==> config.mk <==
export PLATFORM = sky130hd
export DESIGN_NAME = dwbn_ctrl
export DESIGN_NICKNAME = d
export VERILOG_FILES = /design/src/donut_window_band_normalizer_macros.svh /design/src/dwbn_pkg.sv /design/src/dwbn_ctrl.sv
export SDC_FILE = /design/constraint.sdc
export NUM_CORES = 1
export LEC_CHECK = 0
export BUFFER_PORTS_ARGS = -buffer_cell sky130_fd_sc_hd__buf_2
export CELL_PAD_IN_SITES_DETAIL_PLACEMENT = 1
export CELL_PAD_IN_SITES_GLOBAL_PLACEMENT = 1
export CORE_AREA = 2 2 55 62
export CTS_CLUSTER_DIAMETER = 40
export DETAILED_ROUTE_END_ITERATION = 7
export DIE_AREA = 0 0 57 64
export PLACE_DENSITY = 0.64
export REMOVE_ABC_BUFFERS = 1
export SYNTH_ARGS = -nofsm -noshare
export SYNTH_HDL_FRONTEND = slang
export SYNTH_SLANG_ARGS = --single-unit
==> constraint.sdc <==
create_clock -name clk -period 1.83 [get_ports clk]
set_input_delay 0.0915 -clock clk [delete_from_list [all_inputs] [get_ports clk]]
set_output_delay 0.0915 -clock clk [all_outputs]
set_load 0.1 [all_outputs]
==> src/donut_window_band_normalizer_macros.svh <==
// Assertion macros for the normalizer; clk and rst are taken from the enclosing module.
`ifndef DONUT_WINDOW_BAND_NORMALIZER_MACROS_SVH
`define DONUT_WINDOW_BAND_NORMALIZER_MACROS_SVH

// a in a cycle implies b in the same cycle
`define DWBN_ASSERT_SAME(lbl, a, b, msg) \
  lbl: assert property (@(posedge clk) disable iff (rst) (a) |-> (b)) else $error(msg);

// a in a cycle implies b in the next cycle
`define DWBN_ASSERT_NEXT(lbl, a, b, msg) \
  lbl: assert property (@(posedge clk) disable iff (rst) (a) |=> (b)) else $error(msg);

`endif

==> src/dwbn_pkg.sv <==
package dwbn_pkg;

  localparam int BAND_PAIRS = 2;
  localparam int BANDS      = 2 * BAND_PAIRS;
  localparam int SAMPLE_W   = 16;
  localparam int GAIN_W     = 16;
  localparam int AVW        = SAMPLE_W + 9;      // Q.8 average or centre
  localparam int DFW        = AVW + 1;           // centre minus average
  localparam int PW         = DFW + GAIN_W + 1;  // difference times gain
  localparam int SCW        = PW - 12;           // product after /4096
  localparam int VW         = 32;                // rescaled Q.8 value

  localparam int MAX_WIDTH_DEF  = 2048;
  localparam int MAX_WINDOW_DEF = 15;

  localparam int CFG_IDX_W  = 4;
  localparam int CFG_DATA_W = 32;

  typedef enum logic [CFG_IDX_W-1:0] {
    REG_WINDOW_SIZE  = 4'd0,
    REG_DONUT_SIZE   = 4'd1,
    REG_IMAGE_WIDTH  = 4'd2,
    REG_IMAGE_HEIGHT = 4'd3,
    REG_MASTER_BAND  = 4'd4,
    REG_PRE_NORM_EN  = 4'd5,
    REG_PRE_GAINS    = 4'd6,
    REG_POST_GAINS   = 4'd7
  } reg_index_t;

  localparam logic [3:0]  RST_WINDOW_SIZE  = 4'd5;
  localparam logic [3:0]  RST_DONUT_SIZE   = 4'd1;
  localparam logic [11:0] RST_IMAGE_WIDTH  = 12'd2048;
  localparam logic [15:0] RST_IMAGE_HEIGHT = 16'd1024;
  localparam logic        RST_MASTER_BAND  = 1'b0;
  localparam logic        RST_PRE_NORM_EN  = 1'b1;
  localparam logic [31:0] RST_PRE_GAINS    = 32'd268439552;
  localparam logic [31:0] RST_POST_GAINS   = 32'd268439552;

  typedef struct packed {
    logic cfg_write;
    logic accept;
    logic scan_start;
    logic scan_step;
    logic div_start;
    logic dif_load;
    logic mul_load;
    logic fin_load;
    logic out_load;
  } dwbn_cmd_t;

  typedef struct packed {
    logic avail;
    logic scan_last;
    logic div_done;
    logic out_free;
  } dwbn_status_t;

endpackage

==> src/dwbn_ctrl.sv <==
module dwbn_ctrl import dwbn_pkg::*; (
  input  logic         clk,
  input  logic         rst,
  input  logic         in_valid,
  input  logic         cfg_valid,
  input  dwbn_status_t st,
  output logic         in_stall,
  output logic         cfg_ready,
  output dwbn_cmd_t    cmd
);

  typedef enum logic [10:0] {
    S_IDLE   = 11'b000_0000_0001,
    S_WRITE  = 11'b000_0000_0010,
    S_CENTER = 11'b000_0000_0100,
    S_SCAN   = 11'b000_0000_1000,
    S_FLUSH  = 11'b000_0001_0000,
    S_DIVS   = 11'b000_0010_0000,
    S_DIVW   = 11'b000_0100_0000,
    S_DIF    = 11'b000_1000_0000,
    S_MUL    = 11'b001_0000_0000,
    S_FIN    = 11'b010_0000_0000,
    S_OUT    = 11'b100_0000_0000
  } state_t;

  state_t state, state_next;

  always_ff @(posedge clk) begin
    if (rst) begin
      state <= S_IDLE;
    end else begin
      state <= state_next;
    end
  end

  always_comb begin
    state_next = state;
    cmd        = '0;
    in_stall   = 1'b1;
    cfg_ready  = 1'b0;
    unique case (state)
      S_IDLE: begin
        in_stall      = 1'b0;
        cfg_ready     = 1'b1;
        cmd.cfg_write = cfg_valid;
        cmd.accept    = in_valid;
        if (in_valid) begin
          state_next = S_WRITE;
        end
      end
      S_WRITE:  state_next = st.avail ? S_CENTER : S_IDLE;
      S_CENTER: begin
        cmd.scan_start = 1'b1;
        state_next     = S_SCAN;
      end
      S_SCAN: begin
        cmd.scan_step = 1'b1;
        if (st.scan_last) begin
          state_next = S_FLUSH;
        end
      end
      S_FLUSH: state_next = S_DIVS;
      S_DIVS: begin
        cmd.div_start = 1'b1;
        state_next    = S_DIVW;
      end
      S_DIVW: begin
        if (st.div_done) begin
          state_next = S_DIF;
        end
      end
      S_DIF: begin
        cmd.dif_load = 1'b1;
        state_next   = S_MUL;
      end
      S_MUL: begin
        cmd.mul_load = 1'b1;
        state_next   = S_FIN;
      end
      S_FIN: begin
        cmd.fin_load = 1'b1;
        state_next   = S_OUT;
      end
      S_OUT: begin
        if (st.out_free) begin
          cmd.out_load = 1'b1;
          state_next   = S_IDLE;
        end
      end
      default: state_next = S_IDLE;
    endcase
  end

endmodule

==> metrics.txt, run 1 <==
# TYPE chip_impl_metric gauge
chip_impl_metric{name="cellLeakagePower",unit="nW"} 0.4572
chip_impl_metric{name="post-layout-total-power",unit="mW"} 0.6426
chip_impl_metric{name="reg2reg_slack",unit="ns"} 0.06
chip_impl_info{name="status",value="complete, no violations"} 1
chip_impl_metric{name="final_min_period_over_clock_period",unit="%"} 98.43
chip_impl_metric{name="power.ir.vdd_worst",unit="uV"} 460.3
chip_impl_metric{name="wl_per_cell",unit="um"} 15.69
chip_impl_metric{name="dp_hpwl",unit="mm"} 1.663
chip_impl_metric{name="first_global_vias",unit=""} 783
chip_impl_metric{name="cts.clk_slew.worst_paths",unit="ns"} 0.08
chip_impl_metric{name="power_per_cell_area",unit="nW/um2"} 557.0
chip_impl_metric{name="vias",unit=""} 797
chip_impl_metric{name="final_hold_viol_count",unit=""} 0
chip_impl_metric{name="rows",unit=""} 21
chip_impl_metric{name="insertion_delay",unit="ns"} 0.27
chip_impl_metric{name="synth_mux_area_share",unit="%"} 1.363
chip_impl_info{name="setup_repair_after_global_routing_missed_its_margin",value="true"} 1
chip_impl_metric{name="detail_route.drc_violations",unit=""} 0
chip_impl_metric{name="layout_setup_ws",unit="ns"} 0.02866
chip_impl_metric{name="cp_data_arrival_time",unit="ns"} 1.71
chip_impl_metric{name="critical_path_peak_fanout",unit=""} 5
chip_impl_metric{name="floorplan.initialDensity",unit="%"} 24.52
chip_impl_metric{name="synthesis.yosys.warnings",unit=""} 0
chip_impl_metric{name="achievable-frequency",unit="GHz"} 0.5551
chip_impl_metric{name="final.setup_skew",unit="ns"} 0.01293
chip_impl_metric{name="grt_max_degree",unit=""} 11
chip_impl_metric{name="syn_area_per_cell",unit="um2"} 8.346
chip_impl_metric{name="first_drt_pass_iteration_count",unit=""} 4
chip_impl_metric{name="filler_cell_count",unit=""} 370
chip_impl_metric{name="pre_cts_slack",unit="ns"} 0.1600
chip_impl_info{name="critical_path.endpoint_type",value="output port"} 1
chip_impl_metric{name="synth.cell_area",unit="um2"} 734.5
chip_impl_metric{name="design.die.area",unit="um2"} 3648
chip_impl_info{name="criticalPathCategory",value="flop to output port"} 1
chip_impl_metric{name="total_wirelength",unit="mm"} 2.401
chip_impl_metric{name="synth-seq-cells",unit=""} 11
chip_impl_metric{name="final_cell_count_no_fill",unit=""} 153
chip_impl_info{name="clock_tree.root_cell",value="sky130_fd_sc_hd__clkbuf_4"} 1
chip_impl_metric{name="drv.max_cap_violation_count",unit=""} 0
chip_impl_metric{name="synthesized_area_fraction_occupied_by_ao_oa_aoi_and_oai_cells",unit="%"} 11.93
chip_impl_metric{name="insertedDiodeCount",unit=""} 0
chip_impl_metric{name="synthSimpleGateAreaFrac",unit="%"} 51.11
chip_impl_info{name="cp-start-kind",value="flop"} 1
chip_impl_metric{name="yosys.cell_types.count",unit=""} 36
chip_impl_metric{name="io_buffer_count",unit=""} 18
chip_impl_metric{name="clkSinkCount",unit=""} 11
chip_impl_metric{name="overflow",unit=""} 0
chip_impl_info{name="first_element_of_the_critical_path",value="state[9]$_SDFFE_PP0P_"} 1
chip_impl_info{name="critical_path.reg2reg.endpoint",value="state[0]$_SDFFE_PP1P_"} 1
chip_impl_metric{name="core_region_area",unit="um2"} 2995
chip_impl_metric{name="cts.path.max_buffers",unit=""} 2
chip_impl_metric{name="placedCellCount",unit=""} 141
chip_impl_metric{name="initialDrtViolationCount",unit=""} 17
chip_impl_metric{name="antenna_found_initial",unit=""} 0
chip_impl_metric{name="worst-r2r-cell-count",unit=""} 5
chip_impl_metric{name="drtAntennaViolNets",unit=""} 0
chip_impl_info{name="timing.hold.worst.class",value="primary input to flop"} 1
chip_impl_metric{name="design.final.nets",unit=""} 128
chip_impl_metric{name="drive_above_1_share",unit="%"} 49.58
chip_impl_metric{name="post_synth_xor_area_fraction",unit="%"} 1.193
chip_impl_metric{name="layout_min_cycle_time",unit="ns"} 1.801
chip_impl_metric{name="max-slew-margin-rel",unit="%"} 67.95
chip_impl_metric{name="number_of_top_level_pins",unit=""} 19
chip_impl_metric{name="number_of_failing_setup_endpoints_in_the_final_timing_report",unit=""} 0
chip_impl_metric{name="cts_max_level",unit=""} 1
chip_impl_metric{name="die_h",unit="um"} 64
chip_impl_metric{name="worst-endpoint-required",unit="ns"} 1.74
chip_impl_info{name="reg2reg_from",value="state[3]$_SDFFE_PP0P_"} 1
chip_impl_metric{name="hold_ws",unit="ns"} 0.06425
chip_impl_metric{name="wire_length_of_the_first_global_routing_pass",unit="mm"} 3.553
chip_impl_metric{name="tritoncts.num_buffers",unit=""} 3
chip_impl_metric{name="via_per_inst",unit=""} 5.209
chip_impl_metric{name="timing_worst_slew_pin_value",unit="ns"} 0.4841
chip_impl_info{name="endpoint",value="cmd[3]"} 1
chip_impl_metric{name="flow.area_growth_from_synthesis",unit="%"} 57.07
chip_impl_metric{name="synth_fa_ha_area_share",unit="%"} 0
chip_impl_metric{name="die-width",unit="um"} 57
chip_impl_info{name="registers.top_by_ff_count",value="state"} 1
chip_impl_metric{name="track_usage",unit="%"} 12.33
chip_impl_metric{name="final_core_utilization",unit="%"} 38.51
chip_impl_metric{name="report.final.slew_viol_count",unit=""} 0
chip_impl_metric{name="synth.yosys.seq_area_share",unit="%"} 29.98
chip_impl_metric{name="largest_reg_flops",unit=""} 11
chip_impl_metric{name="synthesis.instances",unit=""} 88
chip_impl_info{name="tritoncts_clock_tree",value="done"} 1
chip_impl_info{name="dominant_combinational_cell_family_by_area_after_synthesis",value="simple AND/OR/NAND/NOR gates"} 1
chip_impl_metric{name="finalWeightedCongestion",unit=""} 0.7553
chip_impl_info{name="top_regs",value="state: 11 flops"} 1
==> worst min path at each step <==
stage / start / slack, ns / cells past startpoint / endpoint
after floorplan: rst / 0.16 / 1 / state[1]$_SDFFE_PP0P_
after global placement: st[3] / 0.36 / 2 / state[2]$_SDFFE_PP0P_
after detailed placement: st[3] / 0.36 / 2 / state[2]$_SDFFE_PP0P_
after CTS: st[2] / 0.08 / 3 / state[4]$_SDFFE_PP0P_
after global routing: rst / 0.07 / 2 / state[10]$_SDFFE_PP0P_
final: st[2] / 0.06 / 3 / state[4]$_SDFFE_PP0P_
==> routing by layer <==
layer	part of all wire, %	track usage [%]
met1	44	15.52
met2	52	20.55
met3	3.5	3.239
met4	0.50	3.488
met5	0	0
==> cell families (layout without fill, tap and decap cells) <==
group,Yosys count,count (layout)
buf+inv,6,37
xor+xnor,1,1
simple gates,58,58
flops,11,11
mux,1,1
compound gates,11,11
==> through the flow <==
| stage | area [um2] | TNS, ns |
|---|---|---|
| 5_1_grt | 1154 | -0.1810 |
| 3_5_place_dp | 996.0 | 0 |
| 6_report | 1154 | 0 |
| 4_1_cts | 1051 | 0 |
| 3_3_place_gp | 996.0 | 0 |
| 2_1_floorplan | 713.2 | -9.408 |
==> where the power goes <==
part	switching (mW)	internal (mW)
Sequential	0.0104	0.242
Clock	0.0833	0.0844
Combinational	0.153	0.0693
Total	0.247	0.396
==> worst max-delay path, cell delays in order, from the launching register on <==
cell and delay, ns:
sky130_fd_sc_hd__dfxtp_4 0.36, sky130_fd_sc_hd__nor3_4 0.30, sky130_fd_sc_hd__nand2_2 0.12, sky130_fd_sc_hd__nor3_4 0.20
sky130_fd_sc_hd__and4b_2 0.29, sky130_fd_sc_hd__buf_12 0.18
==> cell usage after synthesis <==
cell | n | area share [%]
sky130_fd_sc_hd__nand2b_1 | 3 | 2.6
sky130_fd_sc_hd__dfxtp_1 | 11 | 30
sky130_fd_sc_hd__o22ai_1 | 1 | 0.85
sky130_fd_sc_hd__xor2_1 | 1 | 1.2
sky130_fd_sc_hd__o21a_1 | 1 | 1.0
sky130_fd_sc_hd__nor2_4 | 1 | 1.5
sky130_fd_sc_hd__a21o_1 | 1 | 1.0
sky130_fd_sc_hd__nand2_1 | 6 | 3.1
sky130_fd_sc_hd__nor3_1 | 4 | 2.7
sky130_fd_sc_hd__nor3_2 | 3 | 4.1
sky130_fd_sc_hd__and4_1 | 1 | 1.2
sky130_fd_sc_hd__nand2_2 | 1 | 0.85
sky130_fd_sc_hd__or3b_1 | 1 | 1.2
sky130_fd_sc_hd__buf_2 | 2 | 1.4
sky130_fd_sc_hd__nor4_1 | 4 | 3.4
sky130_fd_sc_hd__a221oi_1 | 1 | 1.2
sky130_fd_sc_hd__nand4b_1 | 3 | 3.6
sky130_fd_sc_hd__and3_1 | 2 | 1.7
sky130_fd_sc_hd__nor3b_1 | 1 | 1.0
sky130_fd_sc_hd__nand4_1 | 2 | 1.7
sky130_fd_sc_hd__inv_1 | 2 | 1.0
sky130_fd_sc_hd__o211ai_1 | 1 | 1.0
sky130_fd_sc_hd__nand3_1 | 3 | 2.0
sky130_fd_sc_hd__nor3_4 | 2 | 4.4
sky130_fd_sc_hd__nor2b_1 | 4 | 3.4
sky130_fd_sc_hd__buf_6 | 1 | 1.5
sky130_fd_sc_hd__and4b_1 | 1 | 1.4
sky130_fd_sc_hd__o21bai_4 | 1 | 2.6
sky130_fd_sc_hd__a211oi_1 | 1 | 1.0
sky130_fd_sc_hd__a21oi_1 | 3 | 2.0
sky130_fd_sc_hd__a211o_1 | 1 | 1.2
sky130_fd_sc_hd__inv_2 | 1 | 0.51
sky130_fd_sc_hd__nor4b_1 | 3 | 3.6
sky130_fd_sc_hd__mux2i_1 | 1 | 1.4
sky130_fd_sc_hd__nor2_1 | 10 | 5.1
sky130_fd_sc_hd__and2_1 | 3 | 2.6
==> layout make-up <==
type                            count  area [um2]  share of cell area, %
Clock buffer                        4       26.28                  2.278
Sequential cell                    11       230.2                  19.96
Multi-Input combinational cell     71       538.0                  46.64
Timing Repair Buffer               30       305.3                  26.46
Inverter                            3       11.26                 0.9761
Tap cell                           34       42.54                  3.688
==> cells in the final DEF, fill, tap and decap left out, types with 4 or more instances in the layout <==
master and instances:
sky130_fd_sc_hd__buf_12 8, sky130_fd_sc_hd__buf_2 8, sky130_fd_sc_hd__buf_4 12, sky130_fd_sc_hd__clkbuf_4 5
sky130_fd_sc_hd__dfxtp_1 5, sky130_fd_sc_hd__dfxtp_2 5, sky130_fd_sc_hd__nand2_1 5, sky130_fd_sc_hd__nor2_1 7
sky130_fd_sc_hd__nor2b_1 4, sky130_fd_sc_hd__nor3_4 4
==> what timing repair did <==
item                                    CTS  global route
endpoints found under the setup margin    4            10
gates resized for setup                   3            20
buffers inserted                          2             6
pin swaps                                 3             7
hold buffers                              0             0
Note: power is estimated with default switching activity, not from simulation.
==> inputs of run 2 (changes only) <==
Settings changed: CORE_AREA 2 2 55 62 to 2 2 45 51, CTS_BUF_LIST set to sky130_fd_sc_hd__clkbuf_4 sky130_fd_sc_hd__clkbuf_8, DIE_AREA 0 0 57 64 to 0 0 47 53, PLACE_DENSITY 0.64 to 0.87.
==> run 2 against run 1 <==
Compared with the run above:
- setup slack got worse by 0.022 ns
- largest power group unchanged
- critical path type unchanged
- utilization rose by 18 points
- worst hold slack got worse by 0.0085 ns
- largest cell class unchanged
- critical endpoint is now cmd[8]
- clock skew fell by 0.0092 ns
==> metrics.txt, run 2 (synthesis gave the netlist of run 1 again) <==
# TYPE chip_impl_metric gauge
chip_impl_metric{name="track_usage",unit="%"} 21.49
chip_impl_info{name="critical_path.endpoint_type",value="output port"} 1
chip_impl_metric{name="initialDrtViolationCount",unit=""} 11
chip_impl_info{name="crit_chain",value="nor3_4 -> buf_4 -> nand2_1 -> nor2_4 -> and2_1 -> buf_12"} 1
chip_impl_metric{name="critical_path_peak_fanout",unit=""} 7
chip_impl_metric{name="antenna_found_initial",unit=""} 0
chip_impl_metric{name="hold_ws",unit="ns"} 0.05578
chip_impl_metric{name="insertedDiodeCount",unit=""} 0
chip_impl_metric{name="final_core_utilization",unit="%"} 56.78
chip_impl_metric{name="cts.path.max_buffers",unit=""} 2
chip_impl_metric{name="final.setup.tns",unit="ns"} 0
chip_impl_info{name="criticalPathCategory",value="flop to output port"} 1
chip_impl_metric{name="power.ir.vdd_worst",unit="uV"} 354.3
chip_impl_metric{name="drv.max_cap_violation_count",unit=""} 0
chip_impl_metric{name="worst-r2r-cell-count",unit=""} 8
chip_impl_metric{name="flow.area_growth_from_synthesis",unit="%"} 51.28
chip_impl_metric{name="finalWeightedCongestion",unit=""} 0.8161
chip_impl_metric{name="final_min_period_over_clock_period",unit="%"} 99.63
chip_impl_metric{name="placedCellCount",unit=""} 134
chip_impl_info{name="timing.hold.worst.class",value="primary input to flop"} 1
chip_impl_metric{name="dp_hpwl",unit="mm"} 1.698
chip_impl_metric{name="worst-endpoint-required",unit="ns"} 1.74
chip_impl_metric{name="rows",unit=""} 17
chip_impl_metric{name="cp_data_arrival_time",unit="ns"} 1.73
chip_impl_info{name="global_route.peak_usage_layer",value="met2"} 1
chip_impl_info{name="tritoncts_clock_tree",value="done"} 1
chip_impl_metric{name="largest_reg_flops",unit=""} 11
chip_impl_info{name="reg2reg_from",value="state[9]$_SDFFE_PP0P_"} 1
chip_impl_info{name="critical_path.reg2reg.endpoint",value="state[0]$_SDFFE_PP1P_"} 1
chip_impl_metric{name="floorplan.initialDensity",unit="%"} 37.53
chip_impl_metric{name="timing.critical_path.buf_inv",unit=""} 2
chip_impl_metric{name="via_per_inst",unit=""} 5.503
chip_impl_metric{name="global_route.usage.met1",unit="%"} 27.27
chip_impl_metric{name="max-slew-margin-rel",unit="%"} 68.14
chip_impl_metric{name="min_delay_path_depth",unit=""} 2
chip_impl_metric{name="die_h",unit="um"} 53
chip_impl_metric{name="pre_cts_slack",unit="ns"} 0.1130
chip_impl_metric{name="drtAntennaViolNets",unit=""} 0
chip_impl_metric{name="final_cell_count_no_fill",unit=""} 145
chip_impl_metric{name="power_per_cell_area",unit="nW/um2"} 591.3
chip_impl_info{name="top_regs",value="state: 11 flops"} 1
chip_impl_info{name="hold-path-endpoint",value="state[1]$_SDFFE_PP0P_"} 1
chip_impl_info{name="cp-start-kind",value="flop"} 1
chip_impl_metric{name="layout_min_cycle_time",unit="ns"} 1.823
chip_impl_metric{name="cts_max_level",unit=""} 1
chip_impl_metric{name="number_of_top_level_pins",unit=""} 19
chip_impl_metric{name="first_global_vias",unit=""} 764
chip_impl_info{name="registers.top_by_ff_count",value="state"} 1
chip_impl_metric{name="die-width",unit="um"} 47
chip_impl_metric{name="total_wirelength",unit="mm"} 2.519
chip_impl_metric{name="final_hold_viol_count",unit=""} 0
chip_impl_metric{name="achievable-frequency",unit="GHz"} 0.5485
chip_impl_metric{name="wl_per_cell",unit="um"} 17.37
chip_impl_info{name="final_common_cell",value="sky130_fd_sc_hd__buf_4"} 1
chip_impl_metric{name="insertion_delay",unit="ns"} 0.28
chip_impl_metric{name="clkSinkCount",unit=""} 11
chip_impl_metric{name="area_of_placed_instances",unit="um2"} 980.9
chip_impl_metric{name="detail_route.drc_violations",unit=""} 0
chip_impl_info{name="timing.critical_path.max_delay_family",value="simple AND/OR/NAND/NOR gates"} 1
chip_impl_metric{name="report.final.slew_viol_count",unit=""} 0
chip_impl_metric{name="grt_util_met3",unit="%"} 4.778
chip_impl_metric{name="timing_worst_slew_pin_value",unit="ns"} 0.4812
chip_impl_metric{name="finish.instance_area",unit="um2"} 1111
chip_impl_metric{name="post-layout-total-power",unit="mW"} 0.6570
chip_impl_metric{name="vias",unit=""} 798
chip_impl_metric{name="tritoncts.num_buffers",unit=""} 3
chip_impl_info{name="most-common-layout-cells",value="sky130_fd_sc_hd__buf_4 (12), sky130_fd_sc_hd__buf_2 (8), sky130_fd_sc_hd__buf_12 (8), sky130_fd_sc_hd__nor2_1 (7), sky130_fd_sc_hd__dfxtp_1 (7)"} 1
chip_impl_metric{name="cellLeakagePower",unit="nW"} 0.4374
chip_impl_metric{name="wire_length_of_the_first_global_routing_pass",unit="mm"} 3.663
chip_impl_metric{name="final.setup_skew",unit="ns"} 0.003686
chip_impl_metric{name="grt_util_met2",unit="%"} 32.65
chip_impl_metric{name="first_drt_pass_iteration_count",unit=""} 4
chip_impl_metric{name="layout_setup_ws",unit="ns"} 0.006723
chip_impl_metric{name="cts.clk_slew.worst_paths",unit="ns"} 0.08
chip_impl_info{name="hp-start",value="rst"} 1
chip_impl_metric{name="largest_stage_delay_worst_path",unit="ns"} 0.38
chip_impl_info{name="cpMaxStageDelayCell",value="sky130_fd_sc_hd__dfxtp_2"} 1
chip_impl_metric{name="number_of_failing_setup_endpoints_in_the_final_timing_report",unit=""} 0
chip_impl_metric{name="design.final.nets",unit=""} 126
chip_impl_metric{name="core_region_area",unit="um2"} 1957
chip_impl_info{name="clock_tree.root_cell",value="sky130_fd_sc_hd__clkbuf_4"} 1
chip_impl_metric{name="design.die.area",unit="um2"} 2491
chip_impl_info{name="status",value="complete, no violations"} 1
chip_impl_metric{name="reg2reg_slack",unit="ns"} 0.12
chip_impl_metric{name="overflow",unit=""} 0
chip_impl_metric{name="io_buffer_count",unit=""} 18
chip_impl_metric{name="drive_above_1_share",unit="%"} 45.30
chip_impl_metric{name="grt_max_degree",unit=""} 11
chip_impl_info{name="setup_repair_after_global_routing_missed_its_margin",value="true"} 1
[run 2: changes by cell type in the layout (fill, tap and decap cells not counted), moves of 2 or more]
cell / change
sky130_fd_sc_hd__and2_1: +2
sky130_fd_sc_hd__and2_4: -2
sky130_fd_sc_hd__clkbuf_4: -2
sky130_fd_sc_hd__dfxtp_1: +2
[run 2: worst register-to-register path: stages, from the launching register on]
cell	delay [ns]
sky130_fd_sc_hd__dfxtp_2	0.38
sky130_fd_sc_hd__nor3_4	0.26
sky130_fd_sc_hd__buf_4	0.17
sky130_fd_sc_hd__buf_4	0.10
sky130_fd_sc_hd__buf_4	0.09
sky130_fd_sc_hd__a21oi_1	0.05
sky130_fd_sc_hd__a211oi_1	0.26
sky130_fd_sc_hd__o22ai_1	0.13
sky130_fd_sc_hd__a21o_1	0.18
[run 2: power breakdown]
group,leakage (nW),switching (mW),internal (mW)
Sequential,0.0911,0.00711,0.244
Clock,0.0177,0.0989,0.0811
Combinational,0.329,0.159,0.0674
Total,0.437,0.265,0.392
[run 2: worst max path at each step]
stage | slack, ns | start | end | cells after the start
final | 0.007 | state[9]$_SDFFE_PP0P_ | cmd[8] | 6
after global routing | -0.08 | state[0]$_SDFFE_PP1P_ | cmd[7] | 6
after floorplan | -1.91 | state[2]$_SDFFE_PP0P_ | cmd[4] | 3
after CTS | -0.0003 | state[3]$_SDFFE_PP0P_ | cmd[3] | 5
after detailed placement | 0.11 | state[4]$_SDFFE_PP0P_ | state[7]$_SDFFE_PP0P_ | 5
after global placement | 0.22 | state[4]$_SDFFE_PP0P_ | state[7]$_SDFFE_PP0P_ | 5
[run 2: what timing repair did]
action | 4_1_cts | 5_1_grt
pin swaps | 4 | 3
gates resized for setup | 5 | 13
setup buffers | 3 | 4
setup endpoints to repair | 6 | 12
hold buffers | 0 | 0
[run 2: final cells by class]
cell class                      count  area, um2
Fill cell                         233      845.8
Multi-Input combinational cell     71      521.8
Timing Repair Buffer               28      290.3
Sequential cell                    11      225.2
Tap cell                           28      35.03
Clock buffer                        3      22.52
Inverter                            3      11.26
Clock inverter                      1      5.005
[run 2: per-layer routing]
| layer | routed length [um] | up-vias | share of wire (%) |
|---|---|---|---|
| met2 | 1293 | 15 | 51 |
| met3 | 53 | 4 | 2.1 |
| met4 | 51 | 0 | 2.0 |
| li1 | - | 388 | - |
| met1 | 1120 | 391 | 44 |
| met5 | 0 | - | 0 |
==> inputs of run 3 (changes only) <==
Settings changed: CORE_AREA 2 2 45 51 to 2 2 40 57, DIE_AREA 0 0 47 53 to 0 0 42 59, RECOVER_POWER set to 25.
==> run 3 against run 2 <==
Compared with the run above:
- critical path depth is 2 lower
- register-to-register slack lost 0.05 ns
- via count grew 2.6%
- clock skew is 0.0025 ns lower
- worst hold slack better by 0.017 ns
- critical path type unchanged
- global-route usage about the same
- fmax rose by 2.8%
- highest routed layer unchanged
==> metrics.txt, run 3 (synthesis gave the netlist of run 1 again) <==
# TYPE chip_impl_metric gauge
chip_impl_metric{name="cts_hold_buffers",unit=""} 0
chip_impl_metric{name="switching_power",unit="mW"} 0.2501
chip_impl_metric{name="wl_per_cell",unit="um"} 18.16
chip_impl_metric{name="cts_max_level",unit=""} 1
chip_impl_metric{name="report.final.slew_viol_count",unit=""} 0
chip_impl_metric{name="finish.instance_area",unit="um2"} 1144
chip_impl_info{name="reg2reg_from",value="state[5]$_SDFFE_PP0P_"} 1
chip_impl_metric{name="design.final.nets",unit=""} 129
chip_impl_metric{name="cts.path.max_buffers",unit=""} 2
chip_impl_metric{name="cts.clk_slew.worst_paths",unit="ns"} 0.07
chip_impl_info{name="cp-start-kind",value="flop"} 1
chip_impl_metric{name="drive_above_1_share",unit="%"} 51.67
chip_impl_metric{name="largest_reg_flops",unit=""} 11
chip_impl_metric{name="number_of_top_level_pins",unit=""} 19
chip_impl_metric{name="vias",unit=""} 819
chip_impl_metric{name="die-width",unit="um"} 42
chip_impl_metric{name="final_min_period_over_clock_period",unit="%"} 96.90
chip_impl_metric{name="global_route.usage.met1",unit="%"} 21.63
chip_impl_metric{name="hold_ws",unit="ns"} 0.07324
chip_impl_metric{name="number_of_failing_setup_endpoints_in_the_final_timing_report",unit=""} 0
chip_impl_metric{name="initialDrtViolationCount",unit=""} 22
chip_impl_metric{name="rows",unit=""} 19
chip_impl_metric{name="final_core_utilization",unit="%"} 59.39
chip_impl_metric{name="grt_util_met2",unit="%"} 41.74
chip_impl_metric{name="min_delay_path_depth",unit=""} 2
chip_impl_metric{name="wire_length_of_the_first_global_routing_pass",unit="mm"} 4.036
chip_impl_metric{name="flow.area_growth_from_synthesis",unit="%"} 55.71
chip_impl_info{name="crit_chain",value="nor3_4 -> nand4b_1 -> nor2_2 -> buf_12"} 1
chip_impl_metric{name="area_of_placed_instances",unit="um2"} 979.7
chip_impl_metric{name="io_buffer_count",unit=""} 18
chip_impl_metric{name="antenna_found_initial",unit=""} 0
chip_impl_info{name="final_common_cell",value="sky130_fd_sc_hd__buf_4"} 1
chip_impl_info{name="registers.top_by_ff_count",value="state"} 1
chip_impl_metric{name="die_h",unit="um"} 59
chip_impl_metric{name="core_region_area",unit="um2"} 1926
chip_impl_metric{name="via_per_inst",unit=""} 5.809
chip_impl_metric{name="insertedDiodeCount",unit=""} 0
chip_impl_info{name="global_route.peak_usage_layer",value="met2"} 1
chip_impl_metric{name="critical_path_peak_fanout",unit=""} 7
chip_impl_info{name="clock_tree.root_cell",value="sky130_fd_sc_hd__clkbuf_4"} 1
chip_impl_metric{name="final_hold_viol_count",unit=""} 0
chip_impl_info{name="critical_path.endpoint_type",value="output port"} 1
chip_impl_info{name="status",value="complete, no violations"} 1
chip_impl_metric{name="share_seq_of_total_power",unit="%"} 38.0
chip_impl_metric{name="tritoncts.num_buffers",unit=""} 3
chip_impl_metric{name="cp_data_arrival_time",unit="ns"} 1.68
chip_impl_metric{name="layout_min_cycle_time",unit="ns"} 1.773
chip_impl_metric{name="largest_stage_delay_worst_path",unit="ns"} 0.38
chip_impl_metric{name="cellLeakagePower",unit="nW"} 0.4603
chip_impl_metric{name="design.die.area",unit="um2"} 2478
chip_impl_info{name="timing.critical_path.max_delay_family",value="simple AND/OR/NAND/NOR gates"} 1
chip_impl_metric{name="overflow",unit=""} 0
chip_impl_info{name="setup_repair_after_global_routing_missed_its_margin",value="true"} 1
chip_impl_metric{name="dp_hpwl",unit="mm"} 1.771
chip_impl_metric{name="max-slew-margin-rel",unit="%"} 67.95
chip_impl_metric{name="grt_util_met3",unit="%"} 3.354
chip_impl_info{name="tritoncts_clock_tree",value="done"} 1
chip_impl_info{name="hp-start",value="rst"} 1
chip_impl_metric{name="netSwitchingFraction",unit="%"} 37.99
chip_impl_metric{name="drtAntennaViolNets",unit=""} 0
chip_impl_info{name="cpMaxStageDelayCell",value="sky130_fd_sc_hd__dfxtp_2"} 1
chip_impl_metric{name="detail_route.drc_violations",unit=""} 0
chip_impl_info{name="most-common-layout-cells",value="sky130_fd_sc_hd__buf_4 (14), sky130_fd_sc_hd__buf_2 (8), sky130_fd_sc_hd__buf_12 (8), sky130_fd_sc_hd__dfxtp_2 (8), sky130_fd_sc_hd__nor2_1 (7)"} 1
chip_impl_metric{name="worst-r2r-cell-count",unit=""} 6
chip_impl_metric{name="pre_cts_slack",unit="ns"} 0.1363
chip_impl_metric{name="filler_cell_count",unit=""} 225
chip_impl_metric{name="worst-endpoint-required",unit="ns"} 1.74
chip_impl_info{name="timing.hold.worst.class",value="primary input to flop"} 1
chip_impl_metric{name="achievable-frequency",unit="GHz"} 0.5640
chip_impl_info{name="hold-path-endpoint",value="state[1]$_SDFFE_PP0P_"} 1
chip_impl_info{name="top_regs",value="state: 11 flops"} 1
chip_impl_metric{name="timing.critical_path.buf_inv",unit=""} 1
chip_impl_metric{name="insertion_delay",unit="ns"} 0.27
chip_impl_metric{name="grt_max_degree",unit=""} 11
chip_impl_metric{name="clockPowerShare",unit="%"} 28.3
chip_impl_metric{name="total_wirelength",unit="mm"} 2.560
chip_impl_metric{name="power_per_cell_area",unit="nW/um2"} 575.6
chip_impl_metric{name="layout_setup_ws",unit="ns"} 0.05680
chip_impl_metric{name="power.ir.vdd_worst",unit="uV"} 381.0
chip_impl_metric{name="final.setup_skew",unit="ns"} 0.001163
chip_impl_metric{name="reg2reg_slack",unit="ns"} 0.07
chip_impl_metric{name="first_drt_pass_iteration_count",unit=""} 4
chip_impl_metric{name="first_global_vias",unit=""} 868
chip_impl_metric{name="floorplan.initialDensity",unit="%"} 38.14
chip_impl_metric{name="timing_worst_slew_pin_value",unit="ns"} 0.4841
chip_impl_metric{name="p_int",unit="mW"} 0.4082
chip_impl_metric{name="pwr-share-comb",unit="%"} 33.7
chip_impl_metric{name="clkSinkCount",unit=""} 11
chip_impl_metric{name="drv.max_cap_violation_count",unit=""} 0
chip_impl_metric{name="track_usage",unit="%"} 21.47
chip_impl_metric{name="finalWeightedCongestion",unit=""} 0.8578
chip_impl_info{name="critical_path.reg2reg.endpoint",value="state[7]$_SDFFE_PP0P_"} 1
chip_impl_info{name="criticalPathCategory",value="flop to output port"} 1
-- run 3: cell count changes in the layout (fill, tap and decap cells not counted), sizes merged --
cell and change:
clkinv -1, clkbuf +2, buf +2
-- run 3: worst max-delay path by stage --
| stage | from | to | cells past startpoint |
|---|---|---|---|
| after floorplan | state[2]$_SDFFE_PP0P_ | cmd[4] | 3 |
| after global placement | state[4]$_SDFFE_PP0P_ | state[7]$_SDFFE_PP0P_ | 5 |
| after detailed placement | state[4]$_SDFFE_PP0P_ | state[7]$_SDFFE_PP0P_ | 5 |
| after CTS | state[3]$_SDFFE_PP0P_ | cmd[4] | 5 |
| after global routing | state[5]$_SDFFE_PP0P_ | cmd[5] | 4 |
| final | state[10]$_SDFFE_PP0P_ | cmd[5] | 4 |
-- run 3: power groups by stage --
stage / clock network (mW) / logic, mW / registers, mW
final: 0.186 / 0.222 / 0.250
after global routing: 0.200 / 0.233 / 0.251
after CTS: 0.189 / 0.212 / 0.250
after detailed placement: 0 / 0.206 / 0.254
after global placement: 0 / 0.202 / 0.254
after floorplan: 0 / 0.145 / 0.255
-- run 3: per-layer routing --
layer | routed length, um | part of all wire (%) | up-vias
li1 | - | - | 383
met1 | 1001 | 39 | 397
met2 | 1350 | 53 | 29
met3 | 106 | 4.1 | 10
met4 | 101 | 3.9 | 0
met5 | 0 | 0 | -
-- run 3: area by class of cell --
cell class | instances | area (um2) | share of cell area, %
well taps | 21 | 26.28 | 2.298
multi-input cells | 71 | 529.3 | 46.28
flip-flops and latches | 11 | 234.0 | 20.46
inverters | 3 | 11.26 | 0.9847
clock buffers | 4 | 30.03 | 2.626
repair buffers | 31 | 312.8 | 27.35
-- run 3: what timing repair did --
item                       CTS  global route
gates resized for setup      6            17
setup endpoints to repair    6            12
pin swaps                    2             7
setup buffers                1             8
-- run 3: per-stage QoR --
stage                     setup TNS [ns]  std cells  power (mW)
final                                  0        141      0.6582
after global routing             -0.1112        141      0.6836
after CTS                              0        133      0.6506
after detailed placement               0        128      0.4606
after global placement                 0        128      0.4562
after floorplan                   -9.408         85      0.3997
-- run 3: worst reg2reg max path, stage by stage, from the launching register on --
cell	delay, ns
sky130_fd_sc_hd__dfxtp_4	0.37
sky130_fd_sc_hd__nor3_4	0.27
sky130_fd_sc_hd__buf_4	0.17
sky130_fd_sc_hd__nand4b_1	0.11
sky130_fd_sc_hd__a21oi_1	0.37
sky130_fd_sc_hd__nor3_2	0.13
sky130_fd_sc_hd__and4_1	0.23
